--- src/rtl/core/lpht_pkg.sv ---
// ----------------------------------------------------------------------------
// lpht_pkg: shared types and constants of the linear probing hash table
// Field widths, operation and status codes, and the layout of a table entry.
// ----------------------------------------------------------------------------
package lpht_pkg;

  localparam int unsigned KEY_W  = 31;
  localparam int unsigned VAL_W  = 32;
  localparam int unsigned SLOT_W = 5;
  localparam int unsigned STAT_W = 2;

  localparam logic MODE_INSERT = 1'b0;
  localparam logic MODE_SEARCH = 1'b1;

  localparam logic [STAT_W-1:0] ST_OK   = 2'd0;
  localparam logic [STAT_W-1:0] ST_MISS = 2'd1;
  localparam logic [STAT_W-1:0] ST_FULL = 2'd2;

  typedef struct packed {
    logic             valid;
    logic [KEY_W-1:0] key;
    logic [VAL_W-1:0] value;
  } entry_t;

endpackage

--- src/rtl/core/lpht_mod.sv ---
// ----------------------------------------------------------------------------
// lpht_mod: key modulo table size by reciprocal multiplication
// The multiplier scales the key by a rounded-up reciprocal of the table size;
// the low bits of the quotient then give the remainder in a later registered step.
// ----------------------------------------------------------------------------
module lpht_mod #(
  parameter int unsigned TABLE_SIZE = 32,
  parameter int unsigned AW         = 5
) (
  input  logic                      clk_i,
  input  logic                      rst_ni,
  input  logic                      start_i,
  input  logic [lpht_pkg::KEY_W-1:0] key_i,
  output logic                      done_o,
  output logic [AW-1:0]             rem_o
);

  localparam int unsigned KW = lpht_pkg::KEY_W;
  localparam int unsigned MW = KW + 1;
  localparam int unsigned PW = KW + MW;
  localparam int unsigned SH = KW + AW;
  // ceil(2^SH / TABLE_SIZE) gives the exact quotient for every key
  localparam logic [MW-1:0] RECIP =
    MW'(((64'd1 << SH) + 64'(TABLE_SIZE) - 64'd1) / 64'(TABLE_SIZE));
  localparam logic [AW-1:0] SIZE_LO = AW'(TABLE_SIZE);

  logic                             mul_q, mul_d;
  logic                             fold_q, fold_d;
  logic                             done_q, done_d;
  logic [KW-1:0]                    key_q, key_d;
  logic [PW-1:0]                    prod_q, prod_d;
  logic [AW-1:0]                    rem_q, rem_d;

  always_comb begin
    mul_d  = 1'b0;
    fold_d = 1'b0;
    done_d = done_q;
    key_d  = key_q;
    prod_d = prod_q;
    rem_d  = rem_q;
    if (start_i) begin
      mul_d  = 1'b1;
      done_d = 1'b0;
      key_d  = key_i;
    end else if (mul_q) begin
      prod_d = PW'(key_q) * PW'(RECIP);
      fold_d = 1'b1;
    end else if (fold_q) begin
      // the remainder is below 2^AW, so the low bits of key - q * size suffice
      rem_d  = key_q[AW-1:0] - prod_q[SH +: AW] * SIZE_LO;
      done_d = 1'b1;
    end
  end

  always_ff @(posedge clk_i or negedge rst_ni) begin
    if (!rst_ni) begin
      mul_q  <= 1'b0;
      fold_q <= 1'b0;
      done_q <= 1'b0;
    end else begin
      mul_q  <= mul_d;
      fold_q <= fold_d;
      done_q <= done_d;
    end
  end

  always_ff @(posedge clk_i) begin
    key_q  <= key_d;
    prod_q <= prod_d;
    rem_q  <= rem_d;
  end

  assign done_o = done_q;
  assign rem_o  = rem_q;

endmodule

--- src/rtl/core/lpht_mem.sv ---
// ----------------------------------------------------------------------------
// lpht_mem: table storage
// One write port and one read port, read data registered.
// ----------------------------------------------------------------------------
module lpht_mem #(
  parameter int unsigned TABLE_SIZE = 32,
  parameter int unsigned AW         = 5
) (
  input  logic             clk_i,
  input  logic             we_i,
  input  logic [AW-1:0]    waddr_i,
  input  lpht_pkg::entry_t wdata_i,
  input  logic             re_i,
  input  logic [AW-1:0]    raddr_i,
  output lpht_pkg::entry_t rdata_o
);

  lpht_pkg::entry_t mem_q [TABLE_SIZE];
  lpht_pkg::entry_t rdata_q;

  always_ff @(posedge clk_i) begin
    if (we_i) begin
      mem_q[waddr_i] <= wdata_i;
    end
  end

  always_ff @(posedge clk_i) begin
    if (re_i) begin
      rdata_q <= mem_q[raddr_i];
    end
  end

  assign rdata_o = rdata_q;

endmodule

--- src/rtl/core/linear_probe_hash_table_top.sv ---
// Flow: from accept to out_valid_o an item passes the modulo (multiply, then fold),
//   the home slot load, a read and a check per probe, the output register; 1 to 32 probes.
// Items: a new item is taken only in idle, once the previous probe walk through
//   the single read port of the table is done; a held result holds it back further.
// Reset: asynchronous, active low; afterwards a clearing pass over all TABLE_SIZE
//   slots marks every slot empty, and no item is taken until it ends.
// ----------------------------------------------------------------------------
// linear_probe_hash_table_top: open addressing hash table, linear probing
// Insert takes the first empty slot from the home slot on; search stops at a
// matching key or an empty slot. Each walk is bounded to TABLE_SIZE probes.
// ----------------------------------------------------------------------------
module linear_probe_hash_table_top #(
  parameter int unsigned TABLE_SIZE = 32
) (
  input  logic                         clk_i,
  input  logic                         rst_ni,
  input  logic                         in_valid_i,
  output logic                         in_ready_o,
  input  logic                         mode_i,
  input  logic [lpht_pkg::KEY_W-1:0]   key_i,
  input  logic [lpht_pkg::VAL_W-1:0]   value_i,
  output logic                         out_valid_o,
  input  logic                         out_ready_i,
  output logic [lpht_pkg::STAT_W-1:0]  status_o,
  output logic [lpht_pkg::VAL_W-1:0]   found_value_o,
  output logic [lpht_pkg::SLOT_W-1:0]  slot_o
);

  localparam int unsigned AW = (TABLE_SIZE > 1) ? $clog2(TABLE_SIZE) : 1;
  localparam int unsigned CW = AW + 1;

  localparam logic [2:0] S_CLEAR = 3'd0;
  localparam logic [2:0] S_IDLE  = 3'd1;
  localparam logic [2:0] S_HASH  = 3'd2;
  localparam logic [2:0] S_READ  = 3'd3;
  localparam logic [2:0] S_CHECK = 3'd4;
  localparam logic [2:0] S_DONE  = 3'd5;

  logic [2:0]                   state_q, state_d;
  logic [AW-1:0]                s_q, s_d;
  logic [CW-1:0]                cnt_q, cnt_d;
  logic                         mode_q, mode_d;
  logic [lpht_pkg::KEY_W-1:0]   key_q, key_d;
  logic [lpht_pkg::VAL_W-1:0]   value_q, value_d;
  logic [lpht_pkg::STAT_W-1:0]  res_status_q, res_status_d;
  logic [lpht_pkg::VAL_W-1:0]   res_value_q, res_value_d;
  logic [lpht_pkg::SLOT_W-1:0]  res_slot_q, res_slot_d;
  logic                         out_valid_q, out_valid_d;
  logic [lpht_pkg::STAT_W-1:0]  out_status_q, out_status_d;
  logic [lpht_pkg::VAL_W-1:0]   out_value_q, out_value_d;
  logic [lpht_pkg::SLOT_W-1:0]  out_slot_q, out_slot_d;

  logic                         in_accept;
  logic                         mod_done;
  logic [AW-1:0]                mod_rem;
  logic                         mem_we;
  lpht_pkg::entry_t             mem_wdata;
  logic                         mem_re;
  lpht_pkg::entry_t             mem_rdata;
  logic [AW-1:0]                s_next;
  logic                         walk_end;

  assign in_ready_o = (state_q == S_IDLE);
  assign in_accept  = in_valid_i && in_ready_o;

  assign s_next   = (s_q == AW'(TABLE_SIZE - 1)) ? '0 : s_q + 1'b1;
  assign walk_end = (cnt_q == CW'(TABLE_SIZE - 1));

  lpht_mod #(
    .TABLE_SIZE (TABLE_SIZE),
    .AW         (AW)
  ) u_mod (
    .clk_i   (clk_i),
    .rst_ni  (rst_ni),
    .start_i (in_accept),
    .key_i   (key_i),
    .done_o  (mod_done),
    .rem_o   (mod_rem)
  );

  lpht_mem #(
    .TABLE_SIZE (TABLE_SIZE),
    .AW         (AW)
  ) u_mem (
    .clk_i   (clk_i),
    .we_i    (mem_we),
    .waddr_i (s_q),
    .wdata_i (mem_wdata),
    .re_i    (mem_re),
    .raddr_i (s_q),
    .rdata_o (mem_rdata)
  );

  always_comb begin
    state_d      = state_q;
    s_d          = s_q;
    cnt_d        = cnt_q;
    mode_d       = mode_q;
    key_d        = key_q;
    value_d      = value_q;
    res_status_d = res_status_q;
    res_value_d  = res_value_q;
    res_slot_d   = res_slot_q;
    out_valid_d  = out_valid_q;
    out_status_d = out_status_q;
    out_value_d  = out_value_q;
    out_slot_d   = out_slot_q;
    mem_we       = 1'b0;
    mem_re       = 1'b0;
    mem_wdata    = '{valid: 1'b0, key: key_q, value: value_q};

    if (out_valid_q && out_ready_i) begin
      out_valid_d = 1'b0;
    end

    unique case (state_q)
      S_CLEAR: begin
        mem_we = 1'b1;
        if (s_q == AW'(TABLE_SIZE - 1)) begin
          s_d     = '0;
          state_d = S_IDLE;
        end else begin
          s_d = s_q + 1'b1;
        end
      end
      S_IDLE: begin
        if (in_accept) begin
          mode_d  = mode_i;
          key_d   = key_i;
          value_d = value_i;
          state_d = S_HASH;
        end
      end
      S_HASH: begin
        if (mod_done) begin
          s_d     = mod_rem;
          cnt_d   = '0;
          state_d = S_READ;
        end
      end
      S_READ: begin
        mem_re  = 1'b1;
        state_d = S_CHECK;
      end
      S_CHECK: begin
        res_value_d = '0;
        res_slot_d  = '0;
        state_d     = S_DONE;
        if (mode_q == lpht_pkg::MODE_INSERT) begin
          res_status_d = lpht_pkg::ST_FULL;
          if (!mem_rdata.valid) begin
            mem_we          = 1'b1;
            mem_wdata.valid = 1'b1;
            res_status_d    = lpht_pkg::ST_OK;
            res_slot_d      = lpht_pkg::SLOT_W'(s_q);
          end else if (!walk_end) begin
            state_d = S_READ;
          end
        end else begin
          res_status_d = lpht_pkg::ST_MISS;
          if (mem_rdata.valid) begin
            if (mem_rdata.key == key_q) begin
              res_status_d = lpht_pkg::ST_OK;
              res_value_d  = mem_rdata.value;
              res_slot_d   = lpht_pkg::SLOT_W'(s_q);
            end else if (!walk_end) begin
              state_d = S_READ;
            end
          end
        end
        // advance to the next slot, wrapping at the end of the table
        if (state_d == S_READ) begin
          s_d   = s_next;
          cnt_d = cnt_q + 1'b1;
        end
      end
      S_DONE: begin
        // hold until the output register is free
        if (!out_valid_q || out_ready_i) begin
          out_valid_d  = 1'b1;
          out_status_d = res_status_q;
          out_value_d  = res_value_q;
          out_slot_d   = res_slot_q;
          state_d      = S_IDLE;
        end
      end
      default: begin
        state_d = S_IDLE;
      end
    endcase
  end

  always_ff @(posedge clk_i or negedge rst_ni) begin
    if (!rst_ni) begin
      state_q     <= S_CLEAR;
      s_q         <= '0;
      cnt_q       <= '0;
      out_valid_q <= 1'b0;
    end else begin
      state_q     <= state_d;
      s_q         <= s_d;
      cnt_q       <= cnt_d;
      out_valid_q <= out_valid_d;
    end
  end

  always_ff @(posedge clk_i) begin
    mode_q       <= mode_d;
    key_q        <= key_d;
    value_q      <= value_d;
    res_status_q <= res_status_d;
    res_value_q  <= res_value_d;
    res_slot_q   <= res_slot_d;
    out_status_q <= out_status_d;
    out_value_q  <= out_value_d;
    out_slot_q   <= out_slot_d;
  end

  assign out_valid_o   = out_valid_q;
  assign status_o      = out_status_q;
  assign found_value_o = out_value_q;
  assign slot_o        = out_slot_q;

endmodule

--- config.mk ---
export PLATFORM = sky130hd
export DESIGN_NAME = linear_probe_hash_table_top
export DESIGN_NICKNAME = d
export VERILOG_FILES = /design/src/rtl/core/lpht_pkg.sv /design/src/rtl/core/lpht_mod.sv /design/src/rtl/core/lpht_mem.sv /design/src/rtl/core/linear_probe_hash_table_top.sv
export SDC_FILE = /design/constraint.sdc
export NUM_CORES = 2
export LEC_CHECK = 0
export BUFFER_PORTS_ARGS = -buffer_cell sky130_fd_sc_hd__buf_2
export CORE_MARGIN = 2
export CORE_UTILIZATION = 50
export CTS_CLUSTER_DIAMETER = 100
export DETAILED_ROUTE_END_ITERATION = 10
export PLACE_DENSITY = 0.66
export SLEW_MARGIN = 20
export SYNTH_ARGS = -nofsm -noshare
export SYNTH_HDL_FRONTEND = slang
export SYNTH_SLANG_ARGS = --single-unit
--- constraint.sdc ---
create_clock -name clk_i -period 10.38 [get_ports clk_i]
set_clock_uncertainty 0.2 [all_clocks]
set_input_delay 2.076 -clock clk_i [delete_from_list [all_inputs] [get_ports clk_i]]
set_output_delay 2.076 -clock clk_i [all_outputs]
set_load 0.01 [all_outputs]
==> results.md <==
- In this run the core area contains 150 standard-cell rows.
- In the synthesized netlist the async set-or-reset flop fraction comes to 0.791%.
- The run finished with clean final reports.
- The multiplexer share of the synthesized area is ~14%.
- The depth of the worst register-to-register path is 6.
- The initial antenna violation count was 3.
- The number of hold buffers added after cts is 0.
- The number of unique standard cell types used by synthesis is 52.
- The post-synthesis share of cell area spent on and, or, nand and nor gates is ~1.3%.
- Across all register-to-register paths, the minimum setup slack is 5.72 ns.
- The layout overhead on the synthesized area is 13.0%.
- The flip-flop and latch count after synthesis is between 2,000 and 2,500.
- In this run the tool buffered the top-level ports with ~110 buffer cells.
- In the final design database the tool counted 3,868 nets.
- The leading register cell type out of synthesis is sky130_fd_sc_hd__edfxtp_1.
- The number of slew-limit violations in the final report is 0.
- The compound-gate portion of the synthesized area is 2.59%.
- The synthesized netlist devotes 0.332% of its cell area to XOR and XNOR gates.
- TritonCTS built the clock tree.
- For this run, the number of standard cells in the final layout without fillers is just over 6,000.
- The number of instances in the synthesized netlist is ~3,500.
- The number of enable flip-flop cells after synthesis is roughly 2,300.
- The via count of the first global-routing pass came to a little over 40,000.
- At the placement stage, the worst setup path has a slack of 5.71 ns.
- The share of total power dissipated in combinational logic is 23.0%.
- The worst setup path is captured at a register.
- The root cell of the clock tree is sky130_fd_sc_hd__clkbuf_16.
- Of the total power, the share spent switching nets is around 29%.
- The worst-case setup margin in the final layout is roughly 5.7 ns.
- The worst-skew pair later-pin latency is between 0.8 and 0.9 ns.
- The hold violation total from the final report is 0.
- The commonest cells after synthesis are sky130_fd_sc_hd__edfxtp_1 (2,259), sky130_fd_sc_hd__mux4_2 (512), sky130_fd_sc_hd__a22oi_1 (256).
- The internal power component is approximately 18 mW.
- In the global route stage, overall resource usage came out at roughly 25%.
- The critical path is of the register to register type.
- The placeable core region is between 150,000 and 200,000 um2.
- In the final routed layout, each cell accounts on average for between 30 and 40 um.
- The via count is around 40,000.
- Of the cells placed in the final design, the portion with a size suffix greater than 1 is between 20 and 30%.
- The element type at the critical path start is a register.
- The largest driver fanout on the critical path is 143.
- The initial core utilization is approximately 50%.
- The worst reg2reg path startpoint is s_q[1].
- Measured against its own limit, the worst slew margin works out to between 20% and 30%.
- The part of the Yosys area used for sequential elements is 80.9%.
- In this run the number of H-tree levels came out at 4.
- Of the total power, registers draw 46.0%.
- Ranked by total cell area, the synthesized netlist is headed by sky130_fd_sc_hd__edfxtp_1 (80%), sky130_fd_sc_hd__mux4_2 (14%), sky130_fd_sc_hd__a22oi_1 (2.3%), sky130_fd_sc_hd__dfrtp_1 (0.53%), sky130_fd_sc_hd__nand4_1 (0.50%).
- For the pin with the worst max-slew slack, the measured transition is approximately 1.2 ns.
- The number of remaining DRC errors is 0.
- In this run the post-CTS setup repair buffer count came out at 0.
- In this run the power spent charging and discharging nets is between 7 and 8 mW.
- The count of final setup violators is 0.
- The time the worst path needs with I/O delays and setup is 4.66 ns.
- In the routed layout, each cell is associated on average with a via count of 6.43.
- The top-level I/O count is about 110.
- The residual antenna-violating net count after detailed routing is 0.
- The top cell type by total area after synthesis is sky130_fd_sc_hd__edfxtp_1.
- Setup repair after global routing left no endpoint under its margin.
- The tightest min-delay check is of the register to register type.
- By area, the combinational part of the netlist is dominated by multiplexers.
- For this run the aggregate overflow at the end of global routing stands at 0.
- The required time at the endpoint of the critical path is between 10 and 15 ns.
- Dividing the final minimum period by the clock period gives between 40% and 50%.
- The post-synthesis instance area is roughly 84,000 um2.
- The number of search-and-repair iterations in the first detailed-routing pass is 5.
- When the netlist entered floorplanning its net count stood at 3,597.
- The timing startpoint of the critical path is s_q[1].
- No sink is reached through more buffers than the 3 on the longest clock path.
- The largest net degree at the start of global routing is around 140.
- The clock network is responsible for between 30 and 40% of the overall power.
- Based on the critical path, the design can be clocked at up to approximately 210 MHz.
- The clock-pin slew on the worst setup and hold paths is about 0.06 ns.
- Summing the areas of all fa, ha and maj instances in the mapped netlist gives 0.0889% of the synthesized area.
- The final routed wirelength across all metal layers is between 200 and 250 mm.
- The tool flagged a number of max-cap violations equal to 0.
- The number of diodes is 0.
- The static leakage is between 20 and 30 nW.
- Counting the buffers created by CTS gives between 200 and 250.
- The die span in y is between 400 and 500 um.
- The number of clock sinks is approximately 2,300.
- Yosys printed 0 warnings.
- The power density over cell area is 265 nW/um2.
- The worst setup path endpoint is u_mem.rdata_o[54].
- The endpoint of the lowest-slack register-to-register path is u_mem.rdata_o[54].
- Once the clock tree was built, the resizer swapped 0 gates to a different size.
- The global-route wire length before repair is about 300 mm.
- At the worst endpoint, the arrival time is about 5.1 ns.
- The proportion of netlist area held by the largest area contributor is 80.3%.
- The floorplan step set the die width to 415 um.
- The average instance area after synthesis is approximately 24 um2.
- The setup TNS is 0 ns.
- The count of routing violations after the opening detailed-route iteration is around 5,500.
- The die covers 172,000 um2.
- The most instantiated library cell after synthesis is sky130_fd_sc_hd__edfxtp_1.
- The placer congestion estimate is 0.768.
- The cell total after placement is 5,770.
- The highest ir drop seen on vdd is ~240 uV.
- The total half-perimeter wirelength after legalization and detailed placement is 104 mm.
cell usage in the layout (no fill, tap or decap), types with 40 or more instances in the layout:
master | synthesis | layout
sky130_fd_sc_hd__clkbuf_16 | 0 | 222
sky130_fd_sc_hd__clkbuf_1 | 94 | 40
sky130_fd_sc_hd__buf_2 | 54 | 108
sky130_fd_sc_hd__nand4_1 | 68 | 68
sky130_fd_sc_hd__clkinv_2 | 0 | 42
sky130_fd_sc_hd__edfxtp_1 | 2259 | 2259
sky130_fd_sc_hd__a22oi_1 | 256 | 256
sky130_fd_sc_hd__buf_4 | 8 | 107
sky130_fd_sc_hd__clkinv_1 | 0 | 54
sky130_fd_sc_hd__mux4_2 | 512 | 512
metal layers:
| metal | part of all wire [%] | vias to the layer above | global-route usage [%] | wire length (um) |
|---|---|---|---|---|
| met1 | 40 | 21600 | 35.6 | 84700 |
| met4 | 2.5 | 0 | 6.92 | 5210 |
| li1 | - | 15800 | - | - |
| met3 | 8.4 | 296 | 4.03 | 17700 |
| met2 | 49 | 2110 | 39.4 | 104000 |
| met5 | 0 | - | 0 | 0 |
power groups by stage:
stage	registers [mW]	clock network, mW	logic (mW)
2_1_floorplan	11.7	0	4.00
3_3_place_gp	11.8	0	5.80
3_5_place_dp	11.9	0	5.84
4_1_cts	11.7	7.97	5.86
5_1_grt	11.7	8.32	6.14
6_report	11.7	7.86	5.82
area by class of cell:
cell class	instances	area [um2]
well taps	2204	2760
clock buffers	264	5730
repair buffers	232	1640
clock inverters	144	1370
inverters	8	30.0
multi-input cells	1055	15600
flip-flops and latches	2277	68300
fillers	12000	72000
critical path: stages, from the launching register on:
cell                      delay (ns)
sky130_fd_sc_hd__dfrtp_4        0.83
sky130_fd_sc_hd__buf_12         0.73
sky130_fd_sc_hd__buf_12         0.56
sky130_fd_sc_hd__buf_4          0.86
sky130_fd_sc_hd__mux4_2         0.42
sky130_fd_sc_hd__a22oi_1        0.38
sky130_fd_sc_hd__nand4_1        0.16
state kept, by name (all words and copies together) (netlist names), 3 cells and up:
signal / flops
u_mem.mem_q: 2048
res_value_q: 32
s_q: 5
state_q: 3
res_slot_q: 5
u_mem.rdata_o: 64
u_mod.rem_o: 5
found_value_o: 32
cnt_q: 6
value_q: 32
key_q: 27
slot_o: 5
u_mod.key_q: 4
kinds of logic after synthesis:
family	after synthesis
DFF	2277
muxes	521
AOI/OAI and AO/OA	291
and+or+nand+nor	205
buffers and inverters	191
xor gates and xnor gates	32
adders and majority gates	6
how the worst min path moves through the flow:
| stage | from | end | slack (ns) | cells past startpoint |
|---|---|---|---|---|
| finish | res_value_q[20] | found_value_o[20] | 0.19 | 0 |
| global route | res_value_q[21] | found_value_o[21] | 0.21 | 0 |
| CTS | res_value_q[20] | found_value_o[20] | 0.19 | 0 |
| detailed placement | res_slot_q[1] | slot_o[1] | 0.21 | 0 |
| global placement | res_value_q[12] | found_value_o[12] | 0.20 | 0 |
| floorplan | res_value_q[0] | found_value_o[0] | 0.20 | 0 |
metrics by stage:
| step | utilization, % | hold WS [ns] | cell area [um2] | total power [mW] |
|---|---|---|---|---|
| floorplan | - | 0.200 | 84400 | 15.7 |
| global placement | 52.7 | 0.200 | 88200 | 17.6 |
| detailed placement | 52.7 | 0.206 | 88200 | 17.7 |
| CTS | 57.0 | 0.191 | 95300 | 25.5 |
| global route | 57.0 | 0.210 | 95400 | 26.2 |
| finish | 57.0 | 0.193 | 95400 | 25.3 |
No activity file was read; power rests on OpenSTA's default activity.
